$ cat src/rtl/core/dmxr_pkg.sv
// Shared types and constants for the DMX512 frame receiver.
package dmxr_pkg;

  localparam int STORE_DEPTH = 512;
  localparam int ADDR_W      = 9;
  localparam int FILL_W      = 10;
  localparam int POS_W       = 11;
  localparam int CNT_W       = 32;
  localparam int DATA_W      = 8;
  localparam int WORD_W      = 12;
  localparam int INDEX_W     = 10;
  localparam int BREAK_BIT   = 10;

  localparam logic signed [POS_W-1:0] POS_IDLE  = -11'sd2;
  localparam logic signed [POS_W-1:0] POS_ARMED = -11'sd1;
  localparam logic signed [POS_W-1:0] POS_START = 11'sd0;
  localparam logic signed [POS_W-1:0] POS_ONE   = 11'sd1;

  localparam logic REQ_WORD = 1'b0;
  localparam logic REQ_READ = 1'b1;

  localparam int QUEUE_DEPTH = 4;
  localparam int QPTR_W      = 2;

  // one queued operation: memory access plus the result fields known up front
  typedef struct packed {
    logic                      mem_wr;
    logic                      mem_rd;
    logic [ADDR_W-1:0]         addr;
    logic [DATA_W-1:0]         wdata;
    logic                      index_error;
    logic signed [POS_W-1:0]   position;
    logic [CNT_W-1:0]          word_count;
    logic [CNT_W-1:0]          break_total;
  } op_t;

endpackage

$ cat src/rtl/core/dmxr_queue.sv
// Small FIFO of memory operations between front and back.
module dmxr_queue (
  input  logic          clk,
  input  logic          rst,
  input  logic          push,
  input  dmxr_pkg::op_t push_op,
  output logic          full,
  input  logic          pop,
  output logic          head_valid,
  output dmxr_pkg::op_t head_op
);

  localparam logic [dmxr_pkg::QPTR_W:0] QDEPTH = (dmxr_pkg::QPTR_W + 1)'(dmxr_pkg::QUEUE_DEPTH);

  dmxr_pkg::op_t                 slots [dmxr_pkg::QUEUE_DEPTH];
  logic [dmxr_pkg::QPTR_W-1:0]   wr_ptr, rd_ptr;
  logic [dmxr_pkg::QPTR_W:0]     count;

  assign full       = count == QDEPTH;
  assign head_valid = count != '0;
  assign head_op    = slots[rd_ptr];

  always_ff @(posedge clk) begin
    if (push) begin
      slots[wr_ptr] <= push_op;
    end
  end

  always_ff @(posedge clk) begin
    if (rst) begin
      wr_ptr <= '0;
      rd_ptr <= '0;
      count  <= '0;
    end else begin
      if (push) wr_ptr <= wr_ptr + 2'd1;
      if (pop)  rd_ptr <= rd_ptr + 2'd1;
      if (push && !pop)      count <= count + 3'd1;
      else if (pop && !push) count <= count - 3'd1;
    end
  end

`ifndef NO_ASSERTIONS
  a_no_overflow: assert property (@(posedge clk) disable iff (rst) !(push && full))
    else $error("queue push while full");
  a_no_underflow: assert property (@(posedge clk) disable iff (rst) !(pop && !head_valid))
    else $error("queue pop while empty");
  a_count_up: assert property (@(posedge clk) disable iff (rst)
    (push && !pop) |=> count == $past(count) + 3'd1)
    else $error("queue count did not grow on push");
  a_ptr_gap: assert property (@(posedge clk) disable iff (rst)
    (count != QDEPTH && count != '0) |-> wr_ptr != rd_ptr)
    else $error("queue pointers disagree with count");
`endif

endmodule

$ cat config.mk
export PLATFORM = sky130hd
export DESIGN_NAME = dmxr_queue
export DESIGN_NICKNAME = d
export VERILOG_FILES = /design/src/rtl/core/dmxr_pkg.sv /design/src/rtl/core/dmxr_queue.sv
export SDC_FILE = /design/constraint.sdc
export NUM_CORES = 1
export LEC_CHECK = 0
export ABC_AREA = 1
export BUFFER_PORTS_ARGS = -buffer_cell sky130_fd_sc_hd__buf_2
export CORE_MARGIN = 8
export CORE_UTILIZATION = 57
export CTS_CLUSTER_DIAMETER = 80
export DETAILED_ROUTE_END_ITERATION = 8
export PLACE_DENSITY = 0.79
export SKIP_LAST_GASP = 1
export SLEW_MARGIN = 20
export SYNTH_ARGS = -nofsm -noshare
export SYNTH_HDL_FRONTEND = slang
export SYNTH_SLANG_ARGS = --single-unit
export TNS_END_PERCENT = 1
$ cat constraint.sdc
create_clock -name clk -period 3.4 [get_ports clk]
set_input_delay 0.17 -clock clk [delete_from_list [all_inputs] [get_ports clk]]
set_output_delay 0.17 -clock clk [all_outputs]
set_load 0.01 [all_outputs]
==> results.ini <==
[synth]
synth_top_area_share_pct=78.6
synth_commonest_cells=380 x edfxtp_1, 197 x nor2_1, 181 x o21ai_0
seq_area_frac_synth_pct=79.9
synth_edf_count=380
async_flop_share_pct=0
yosysMostFrequentCell=edfxtp_1
synth-main-ff-cell=edfxtp_1
syn_area_mm2=0.0145
synth_area_leaders=edfxtp_1 79%, o21ai_0 6.2%, nor2_1 5.1%, o22ai_1 4.1%, dfxtp_1 1.2%
avgSynthCellArea_um2=14.9
postSynthCellCount=977
ys_ff_latch=389
syn_nets=1082
synth_top_area_cell=edfxtp_1
synth.distinct_cells=23
yosysWarnings=0

[power]
power_leakage_nw=6.33
irDropWorstVdd_uv=525
power.density_mw_per_mm2=595
seq_power_share_pct=52.0
pwr-share-clk_pct=38.0
p_switching_mw=2.42
p_sw_share_pct=22.8
combPwrFrac_pct=10.0
p_int_mw=8.21

[grt]
grt_pass1_wl_um=51200
track_usage_pct=21.0
grt_max_degree=191
grt_pass1_vias=9351
grt_overflow=0
antenna_found_initial=2

[timing]
layout_min_cycle_time_ns=2.62
rsz0062_at_grt=no
max_freq_mhz=382
finalHoldViolCount=0
max_slew_margin_pct=33.2
timing.final.ws_setup_ns=0.781
hold_ws_ns=0.0442
drv_slew=0
skew_ns=0.0193
period_share_pct=77.0
setup_viol=0
fin_setup_tns_ns=0
tightest_slew_ns=1.00

[setup_path]
cp.arrival_ns=2.45
start_kind=flip-flop
cp.required_ns=3.23
crit_fanout=95
endpoint_kind=primary output
worst-setup-path-type=reg2out

[route]
drt.antenna.violating_nets=0
num_vias=9380
wirelength_um=33600
drt_iter0_drc=823
first_pass_iters=5
wire_per_inst_um=20.8
drc=0
routed_via_density=5.80

[cts]
cts_tree=yes
numClockSinks=389
cts_inserted_buffers=38
clk_path_buf_depth=3
cts_resized=0
path_clk_slew_ns=0.06
insertion_delay_ns=0.51
htree_levels=2
root_buffer=clkbuf_16

[placed_design]
gp_congestion=0.751
portBuffers=195
place_area_mm2=0.0157
place_ws_ns=1.40
dp_hpwl_um=17700

[outcome]
status=complete, no violations

[floorplanning]
ioPinCount=196
fp.dieW_um=176
die-area_mm2=0.0308
core_area_mm2=0.0251
start_util_pct=57.8
rows=58
die_h_um=176

[hold_path]
worstHoldPathType=in2reg

[flow_run]
max_cap_violations=0

[layout]
layout.nets=1364
syn_to_final_growth_pct=23.1
final_area_mm2=0.0179
drive_above_1_share_pct=21.1
final_core_util_pct=71.2

## layer usage
metal / up-vias / global-route usage [%] / wire [um]
li1: 4245 / - / -
met4: 2 / 5.76 / 609
met1: 4569 / 26.7 / 12900
met3: 53 / 5.26 / 3310
met2: 511 / 35.5 / 16700
met5: - / 0 / 13
## worst max-delay path: stages (launching register included)
cell,delay [ns]
dfxtp_2,0.33
buf_4,0.76
o21ai_0,0.34
o22ai_1,0.29
buf_2,0.18
## timing repair
item,in CTS,in global routing
setup buffers,0,0
setup endpoints to repair,0,0
endpoints found under the hold margin,381,0
hold buffers,96,0
## metrics by stage
step | instances | total power [mW]
6_report | 1618 | 10.6
5_1_grt | 1617 | 11.0
4_1_cts | 1616 | 10.6
3_5_place_dp | 1453 | 6.58
3_3_place_gp | 1453 | 6.55
2_1_floorplan | 977 | 6.17
## cell families after synthesis
logic type,synth area share [%]
flip-flops,79.9
AND/OR/NAND/NOR,5.47
AO/OA/AOI/OAI,10.9
adder cells (fa/ha/maj),0.569
XOR/XNOR,0.0604
buffers and inverters,3.12
## registers in the layout, indices dropped and copies added, names as in the netlist, named ones only
name,flops
wr_ptr,2
count,3
slots,380
rd_ptr,2
## path summary, 6_finish.rpt
path              slack [ns]       from            to  cells after the start
setup / recovery        0.78  flip-flop   head_op[28]                      4
hold reg to reg         0.45  rd_ptr[1]     flip-flop                      1
setup reg to reg        1.36  wr_ptr[0]  slots[0][51]                      5
hold / removal          0.04        pop     flip-flop                      4
## power groups by stage
stage               registers, mW  clock network (mW)  logic (mW)
finish                       5.53                4.04        1.06
global route                 5.54                4.25        1.16
CTS                          5.53                4.05        1.05
detailed placement           5.63                   0       0.953
global placement             5.62                   0       0.925
floorplan                    5.63                   0       0.536
## placed cells by master, fill, tap and decap left out, types with 3 or more instances in the layout
cell / count
nand2_1: 10
bufinv_16: 3
buf_2: 195
clkbuf_1: 7
clkinv_1: 4
nor2_1: 197
inv_4: 4
clkinv_2: 10
ha_1: 5
edfxtp_1: 380
clkbuf_16: 39
buf_12: 7
o22ai_1: 95
buf_4: 5
dfxtp_1: 7
a21oi_1: 3
o21ai_1: 14
dlygate4sd3_1: 96
inv_1: 11
o21ai_0: 181
## final cells by class
class / instances / area, um^2
Tap cell: 330 / 413
Sequential cell: 389 / 11600
Inverter: 17 / 78.8
Clock buffer: 47 / 1020
Timing Repair Buffer: 303 / 2110
Clock inverter: 20 / 179
Antenna cell: 2 / 5.00
Fill cell: 1591 / 7240
Multi-Input combinational cell: 510 / 2470
No activity file was read; power rests on OpenSTA's default activity.
