**config.mk**
```make
export PLATFORM = sky130hd
export DESIGN_NAME = dmxr_front
export DESIGN_NICKNAME = d
export VERILOG_FILES = /design/src/rtl/core/dmxr_pkg.sv /design/src/rtl/core/dmxr_front.sv
export SDC_FILE = /design/constraint.sdc
export NUM_CORES = 1
export LEC_CHECK = 0
export ABC_AREA = 1
export BUFFER_PORTS_ARGS = -buffer_cell sky130_fd_sc_hd__buf_2
export CAP_MARGIN = 20
export CORE_MARGIN = 5
export CORE_UTILIZATION = 25
export DETAILED_ROUTE_END_ITERATION = 7
export GPL_TIMING_DRIVEN = 0
export SLEW_MARGIN = 10
export SYNTH_ARGS = -nofsm -noshare
export SYNTH_HDL_FRONTEND = slang
export SYNTH_SLANG_ARGS = --single-unit
```
**constraint.sdc**
```tcl
create_clock -name clk -period 1.6 [get_ports clk]
set_input_delay 0.32 -clock clk [delete_from_list [all_inputs] [get_ports clk]]
set_output_delay 0.32 -clock clk [all_outputs]
set_load 0.02 [all_outputs]
```
**src/rtl/core/dmxr_pkg.sv**
```systemverilog
// Shared types and constants for the DMX512 frame receiver.
package dmxr_pkg;

  localparam int STORE_DEPTH = 512;
  localparam int ADDR_W      = 9;
  localparam int FILL_W      = 10;
  localparam int POS_W       = 11;
  localparam int CNT_W       = 32;
  localparam int DATA_W      = 8;
  localparam int WORD_W      = 12;
  localparam int INDEX_W     = 10;
  localparam int BREAK_BIT   = 10;

  localparam logic signed [POS_W-1:0] POS_IDLE  = -11'sd2;
  localparam logic signed [POS_W-1:0] POS_ARMED = -11'sd1;
  localparam logic signed [POS_W-1:0] POS_START = 11'sd0;
  localparam logic signed [POS_W-1:0] POS_ONE   = 11'sd1;

  localparam logic REQ_WORD = 1'b0;
  localparam logic REQ_READ = 1'b1;

  localparam int QUEUE_DEPTH = 4;
  localparam int QPTR_W      = 2;

  // one queued operation: memory access plus the result fields known up front
  typedef struct packed {
    logic                      mem_wr;
    logic                      mem_rd;
    logic [ADDR_W-1:0]         addr;
    logic [DATA_W-1:0]         wdata;
    logic                      index_error;
    logic signed [POS_W-1:0]   position;
    logic [CNT_W-1:0]          word_count;
    logic [CNT_W-1:0]          break_total;
  } op_t;

endpackage

```
**src/rtl/core/dmxr_front.sv**
```systemverilog
// Front end: frame tracking, counters, fill count, builds memory operations.
module dmxr_front #(
  parameter int CHANNEL_COUNT = 512
) (
  input  logic                          clk,
  input  logic                          rst,
  input  logic                          in_valid,
  output logic                          in_ready,
  input  logic                          req_type,
  input  logic [dmxr_pkg::WORD_W-1:0]   rx_word,
  input  logic [dmxr_pkg::INDEX_W-1:0]  channel_index,
  input  logic                          q_full,
  output logic                          push,
  output dmxr_pkg::op_t                 op
);

  localparam logic [dmxr_pkg::FILL_W-1:0] CH_LIMIT = dmxr_pkg::FILL_W'(CHANNEL_COUNT);

  logic signed [dmxr_pkg::POS_W-1:0] position, position_next;
  logic [dmxr_pkg::CNT_W-1:0]        words_seen, words_seen_next;
  logic [dmxr_pkg::CNT_W-1:0]        breaks_seen, breaks_seen_next;
  // slots below fill have been written since reset; the rest still read zero
  logic [dmxr_pkg::FILL_W-1:0]       fill, fill_next;
  logic [dmxr_pkg::FILL_W-1:0]       slot;

  assign in_ready = !q_full;
  assign push     = in_valid && in_ready;
  assign slot     = position[dmxr_pkg::FILL_W-1:0];

  always_comb begin
    position_next    = position;
    words_seen_next  = words_seen;
    breaks_seen_next = breaks_seen;
    fill_next        = fill;
    op               = '0;
    if (req_type == dmxr_pkg::REQ_WORD) begin
      words_seen_next = words_seen + 32'd1;
      priority if (rx_word[dmxr_pkg::BREAK_BIT]) begin
        position_next    = dmxr_pkg::POS_ARMED;
        breaks_seen_next = breaks_seen + 32'd1;
      end else if (position == dmxr_pkg::POS_ARMED) begin
        position_next = (rx_word == '0) ? dmxr_pkg::POS_START : dmxr_pkg::POS_IDLE;
      end else if (!position[dmxr_pkg::POS_W-1] && slot < CH_LIMIT) begin
        op.mem_wr     = 1'b1;
        op.addr       = slot[dmxr_pkg::ADDR_W-1:0];
        op.wdata      = rx_word[dmxr_pkg::DATA_W-1:0];
        position_next = position + dmxr_pkg::POS_ONE;
        if (slot == fill) begin
          fill_next = fill + 10'd1;
        end
      end else begin
        position_next = position;
      end
    end else begin
      if (channel_index < CH_LIMIT) begin
        op.mem_rd = channel_index < fill;
        op.addr   = channel_index[dmxr_pkg::ADDR_W-1:0];
      end else begin
        op.index_error = 1'b1;
      end
    end
    op.position    = position_next;
    op.word_count  = words_seen_next;
    op.break_total = breaks_seen_next;
  end

  always_ff @(posedge clk) begin
    if (rst) begin
      position    <= dmxr_pkg::POS_IDLE;
      words_seen  <= '0;
      breaks_seen <= '0;
      fill        <= '0;
    end else if (push) begin
      position    <= position_next;
      words_seen  <= words_seen_next;
      breaks_seen <= breaks_seen_next;
      fill        <= fill_next;
    end
  end

endmodule

```
==> run summary, run 1 <==
worst setup margin = -664 ps
cell mode on critical path = nand2_2
yosys warns = 0
crit end category = output port
Worst Setup Path Type = register to output port
Yosys cell types = 37
IO Pins = 124
cells along the critical path = ha_4 -> nand2_4 -> nor2_4 -> nand2_2 -> nor2_4 -> nand4_1 -> inv_2 -> nand2_2 -> nand2_2 -> nand2_2 -> buf_6
H-tree depth = 3
final cell area excluding filler cells = 11500 um^2
syn_area_per_cell = 6.05 um^2
Cell Count, Final, Fillers Out = 1637
post-synthesis instance area = 6260 um^2
TritonCTS clock tree = yes
CP peak stage delay = 370 ps
synth-to-layout area growth = 83.2%
die area = 28300 um^2
final core utilization = 46.1%
Clk pin slew, worst setup/hold paths = 70 ps
Seq cells post-synth = 85
global-route wire length before repair = 39.9 mm
die width = 168 um
clk_lat worst skew = 360 ps
Post-CTS Hold Buffers = 0
hpwl dp = 17.4 mm
WP data required = 1280 ps
number of buffers created by CTS = 9
register area share after synthesis = 27.2%
initial DRC count = 477
IO Port Bufs = 121
pin count of the biggest net entering global routing = 15
detailed-route DRC error count = 0
aggregate global-route resource usage = 17.3%
Rows = 58
VDD IR-drop max = 0.000591 V
vias = 7927
Starting Density = 25.2%
drt wl/cell = 15.9 um
Final Slew Violations = 0
status = finished with violations
min cycle time layout = 2260 ps
delay-heaviest family, CP = simple AND/OR/NAND/NOR gates
power per cell area = 568 nW/um^2
CP Data Arrival Time = 1940 ps
CP max FO = 4
Static Leak = 5.17 nW
drt via density = 4.84
slowest cell on the critical path = dfxtp_4
worst relative slew slack = 53.6%
Routed Antenna Nets = 0
share of the clock period used by the worst path = 142%
nets = 1343
Worst-Margin Slew = 696 ps
number of global-route vias before repair = 7785
drt total wl = 26.1 mm
gp weighted congestion = 0.892
Fin. Hold Viols = 0
Buf/Inv on CP = 2
post-placement cell area = 7770 um^2
Die Ht = 168 um
Antenna diodes = 0
Max Freq = 442 MHz
class of the worst hold path = input port to register
Clock Skew = 12.3 ps
share of cells above drive strength 1 = 53.8%
CP startpoint kind = register
CTS sink count = 85
First-pass DRT Iterations = 5
Clock Tree Buf Depth = 2
failing checks = setup timing
initial antenna violation count = 0
maxcap violations = 0
final setup violation count = 117
core area = 24900 um^2
unrepaired setup endpoints after global routing = yes
total power draw = 0.00652 W
Synth Instances = 1035
worst hold margin = 367 ps
placed cell count = 1486
CTS root buf = clkbuf_16
grt ovf = 0
syn_nets = 1076
-- cell families (layout without fill, tap and decap cells) --
group	count (synthesis)	in the layout	share of synthesized area [%]
AND/OR/NAND/NOR	496	496	35.7
buffers and inverters	223	495	13.7
AO/OA/AOI/OAI	173	173	14.5
flip-flops	85	85	27.2
XOR/XNOR	44	44	6.15
adder cells (fa/ha/maj)	14	14	2.80
-- synthesized netlist by cell type, drive strengths merged --
| cell | number | share of area, % |
|---|---|---|
| a211oi | 2 | 0.24 |
| a21oi | 79 | 6.4 |
| nor4 | 2 | 0.20 |
| o31ai | 1 | 0.12 |
| nand2 | 243 | 15 |
| ha | 14 | 2.8 |
| o211ai | 3 | 0.36 |
| nor2 | 102 | 7.5 |
| a21boi | 5 | 0.60 |
| clkinv | 1 | 0.060 |
| nand3 | 85 | 7.0 |
| dfxtp | 85 | 27 |
| nand4 | 39 | 3.9 |
| inv | 187 | 11 |
| nand3b | 2 | 0.24 |
| and2 | 1 | 0.10 |
| o21a | 2 | 0.24 |
| xor2 | 41 | 5.7 |
| buf | 12 | 1.1 |
| clkbuf | 23 | 1.4 |
| o21ai | 81 | 6.5 |
| nor3 | 22 | 1.9 |
| xnor2 | 3 | 0.42 |
-- sequential cells by signal (all words and copies together) (netlist names) --
signal       cells
breaks_seen     32
fill            10
words_seen      32
position        11
-- routing by layer --
metal | share of wire (%) | up-vias | GRT usage (%)
met5 | 0 | - | 0
met4 | 2.6 | 0 | 6.28
met3 | 7.1 | 48 | 3.64
met2 | 49 | 295 | 29.4
met1 | 41 | 3746 | 21.7
li1 | - | 3838 | -
-- worst paths after layout --
kind / start / endpoint / cells after the start / slack [ps]
max: breaks_seen[0]$_SDFFE_PP0P_ / op[26] / 11 / -660
min: req_type / words_seen[0]$_SDFFE_PP0P_ / 4 / 370
max reg2reg: breaks_seen[0]$_SDFFE_PP0P_ / breaks_seen[26]$_SDFFE_PP0P_ / 18 / -530
min reg2reg: position[5]$_SDFFE_PP1P_ / position[5]$_SDFFE_PP1P_ / 2 / 530
-- stage by stage --
stage | setup TNS, ps | setup WS, ps
floorplan | -1270 | -85.1
global placement | -68100 | -776
detailed placement | -68870 | -775
CTS | -43630 | -578
global route | -58170 | -731
finish | -47130 | -664
-- layout by cell type (no fill, tap or decap), types with 9 or more instances in the layout --
cell,n
dfxtp_2,42
nor2_1,45
inv_1,144
o21ai_1,18
nor3_4,11
xor2_2,14
buf_2,35
nand2_1,144
nor2_2,11
nand4_1,39
clkbuf_1,11
buf_4,93
o21ai_2,22
dfxtp_1,14
nand3_2,35
nand3_1,41
nand2_4,17
ha_4,9
nor2_4,45
o21ai_0,34
clkbuf_16,11
inv_4,10
nand2_2,79
xor2_4,13
a21oi_1,70
xor2_1,14
dfxtp_4,29
inv_2,32
nand3_4,9
buf_6,131
-- timing repair --
item | 4_1_cts | 5_1_grt
gates cloned | 2 | 0
gates resized for setup | 502 | 217
endpoints found under the hold margin | 0 | 0
endpoints found under the setup margin | 173 | 158
pin swaps | 123 | 94
setup buffers | 128 | 48
-- layout make-up --
cell class | count | area [um^2]
multi-input combinational | 727 | 5510
fill | 2343 | 13400
clock buffer | 11 | 253
tap | 330 | 413
clock inverter | 5 | 57.6
timing repair buffer | 259 | 2410
buffer | 32 | 228
inverter | 188 | 738
sequential | 85 | 1860
-- power by group --
part | switching [W] | total [W] | internal [W]
logic | 0.00107 | 0.00186 | 0.000788
registers | 0.000167 | 0.00240 | 0.00223
clock network | 0.000956 | 0.00226 | 0.00130
-- worst min-delay path, cell delays in order --
cell,delay (ps)
buf_12,140
xnor2_2,80
nor2_1,90
nor2_1,40
(Power assumes the default switching activity.)
==> inputs of run 2 (changes only) <==
--- a/config.mk
+++ b/config.mk
@@ -8,10 +8,13 @@
 export ABC_AREA = 1
 export BUFFER_PORTS_ARGS = -buffer_cell sky130_fd_sc_hd__buf_2
 export CAP_MARGIN = 20
+export CELL_PAD_IN_SITES_DETAIL_PLACEMENT = 1
+export CELL_PAD_IN_SITES_GLOBAL_PLACEMENT = 2
 export CORE_MARGIN = 5
 export CORE_UTILIZATION = 25
 export DETAILED_ROUTE_END_ITERATION = 7
 export GPL_TIMING_DRIVEN = 0
+export PLACE_DENSITY_LB_ADDON = 0.1
 export SLEW_MARGIN = 10
 export SYNTH_ARGS = -nofsm -noshare
 export SYNTH_HDL_FRONTEND = slang
==> run 2 against run 1 <==
Via count decreased by 2.4%. Combinational power grew 2%. Worst setup slack improved by 25 ps. Cell count up 0.18%. Maximum frequency is 1.1% higher. Register-to-register slack lost 60 ps. Count of clock-buffer cells in the layout rose by 1. Non-clock buffer count grew 3. Sequential cell count is the same. Largest power group is now the clock network. The flow still finishes with violations (setup timing). Utilization increased by 0.72 points. Clock power rose by 11%.
==> run summary, run 2 (synthesized netlist as in run 1, its figures left out) <==
drt via density = 4.72 (was 4.84)
initial antenna violation count = 0 (unchanged)
commonest non-fill, non-tap cell in the layout = nand2_1
Antenna diodes = 0 (unchanged)
final core utilization = 46.8% (was 46.1%)
final setup violation count = 115 (was 117)
share of the clock period used by the worst path = 140% (was 142%)
Fin. Hold Viols = 0 (unchanged)
share of cells above drive strength 1 = 53.4% (was 53.8%)
origin of the critical flop-to-flop path = breaks_seen[0]$_SDFFE_PP0P_ (unchanged)
CP startpoint kind = register (unchanged)
drt wl/cell = 17.8 um (was 15.9 um)
IO Pins = 124 (unchanged)
hpwl dp = 20.5 mm (was 17.4 mm)
Clock Tree Buf Depth = 2 (unchanged)
Hold Path Origin = req_type (unchanged)
pin count of the biggest net entering global routing = 15 (unchanged)
failing checks = setup timing (unchanged)
synth-to-layout area growth = 86.1% (was 83.2%)
First-pass DRT Iterations = 4 (was 5)
worst setup margin = -639 ps (was -664 ps)
Rows = 58 (unchanged)
Worst-Margin Slew = 758 ps (was 696 ps)
number of buffers created by CTS = 9 (unchanged)
vias = 7735 (was 7927)
Routed Antenna Nets = 0 (unchanged)
nets = 1346 (was 1343)
power per cell area = 583 nW/um^2 (was 568 nW/um^2)
Post-CTS Hold Buffers = 0 (unchanged)
unrepaired setup endpoints after global routing = yes (unchanged)
CP max FO = 3 (was 4)
number of global-route vias before repair = 7975 (was 7785)
Final Slew Violations = 0 (unchanged)
aggregate global-route resource usage = 19.5% (was 17.3%)
Worst Setup Path Type = register to output port (unchanged)
VDD IR-drop max = 0.000457 V (was 0.000591 V)
Cell Count, Final, Fillers Out = 1640 (was 1637)
reg2reg end = breaks_seen[26]$_SDFFE_PP0P_ (unchanged)
GR Util met2 = 34.1% (was 29.4%)
busiest layer in global routing = met2 (unchanged)
core area = 24900 um^2 (unchanged)
Max Freq = 447 MHz (was 442 MHz)
worst relative slew slack = 49.5% (was 53.6%)
Setup WS pre-CTS = -923 ps (was -775 ps)
TritonCTS clock tree = yes (unchanged)
detailed-route DRC error count = 0 (unchanged)
H-tree depth = 3 (unchanged)
hold path cells = 4 (unchanged)
WP data required = 1280 ps (about the same)
most frequent cells in the layout = 145 x nand2_1, 142 x inv_1, 133 x buf_6 (was 144 x inv_1, 144 x nand2_1, 131 x buf_6)
Hold EP = words_seen[0]$_SDFFE_PP0P_ (unchanged)
gp weighted congestion = 0.826 (was 0.892)
global routing usage on met1 = 26.3% (was 21.7%)
clk_lat worst skew = 350 ps (was 360 ps)
global-route wire length before repair = 44.1 mm (was 39.9 mm)
die area = 28300 um^2 (unchanged)
Die Ht = 168 um (unchanged)
crit end category = output port (unchanged)
R2R setup slack = -590 ps (was -530 ps)
placed cell count = 1486 (unchanged)
grt ovf = 0 (unchanged)
Starting Density = 25.2% (unchanged)
CTS root buf = clkbuf_16 (unchanged)
initial DRC count = 232 (was 477)
Top Registers = breaks_seen (32), words_seen (32), position (11) (unchanged)
status = finished with violations (unchanged)
class of the worst hold path = input port to register (unchanged)
Static Leak = 5.34 nW (was 5.17 nW)
CTS sink count = 85 (unchanged)
drt total wl = 29.1 mm (was 26.1 mm)
min cycle time layout = 2240 ps (was 2260 ps)
die width = 168 um (unchanged)
CP Data Arrival Time = 1920 ps (was 1940 ps)
Clock Skew = 12.4 ps (was 12.3 ps)
IO Port Bufs = 121 (unchanged)
met3 usage in global routing = 2.16% (was 3.64%)
maxcap violations = 0 (unchanged)
cell count of the worst reg-to-reg path = 18 (unchanged)
Clk pin slew, worst setup/hold paths = 70 ps (about the same)
## run 2: cell type report
class | instances | area (um^2)
plain buffers | 33 | 236
repair buffers | 261 | 2440
fillers | 2997 | 13200
flip-flops and latches | 85 | 1890
multi-input cells | 727 | 5590
clock buffers | 12 | 268
inverters | 188 | 742
clock inverters | 4 | 77.6
well taps | 330 | 413
## run 2: what timing repair did
item / CTS / global route
pin swaps: 115 / 112
setup buffers: 97 / 58
resized for setup: 488 / 236
endpoints found under the setup margin: 179 / 150
cloned: 2 / 1
## run 2: critical path, stage by stage, from the launching register on
cell     delay [ps]
dfxtp_4         380
ha_4            150
nand2_4          50
nor2_4          110
nand2_2          90
nor2_4          130
nand4_1         180
inv_2           120
nand2_1          70
nand2_2          90
nand2_2          60
buf_6           130
## run 2: worst max path at each step
| stage | endpoint | start | depth (start not counted) |
|---|---|---|---|
| CTS | op[26] | breaks_seen[0]$_SDFFE_PP0P_ | 11 |
| finish | op[26] | breaks_seen[0]$_SDFFE_PP0P_ | 11 |
| global route | op[26] | breaks_seen[0]$_SDFFE_PP0P_ | 11 |
| global placement | push | q_full | 5 |
| floorplan | op[90] | position[9]$_SDFFE_PP1P_ | 6 |
| detailed placement | position[5]$_SDFFE_PP1P_ | q_full | 6 |
## run 2: per-stage QoR
| stage | hold WS (ps) | power [W] | setup TNS (ps) | instance area, um^2 |
|---|---|---|---|---|
| 2_1_floorplan | 472 | 0.00321 | -1270 | 6760 |
| 3_3_place_gp | 496 | 0.00367 | -84770 | 7770 |
| 3_5_place_dp | 497 | 0.00368 | -91560 | 7770 |
| 4_1_cts | 403 | 0.00661 | -43540 | 10400 |
| 5_1_grt | 458 | 0.00713 | -56050 | 11700 |
| 6_report | 447 | 0.00679 | -43860 | 11700 |
## run 2: report_power, final
part | switching (W) | total, W | internal, W
logic | 0.00109 | 0.00190 | 0.000809
clock network | 0.000987 | 0.00250 | 0.00152
registers | 0.000172 | 0.00239 | 0.00222
total | 0.00225 | 0.00679 | 0.00454
## run 2: layer usage
metal	wire, um	up-vias
li1	-	3845
met3	951	14
met4	242	0
met2	14700	122
met1	13200	3754
met5	0	-
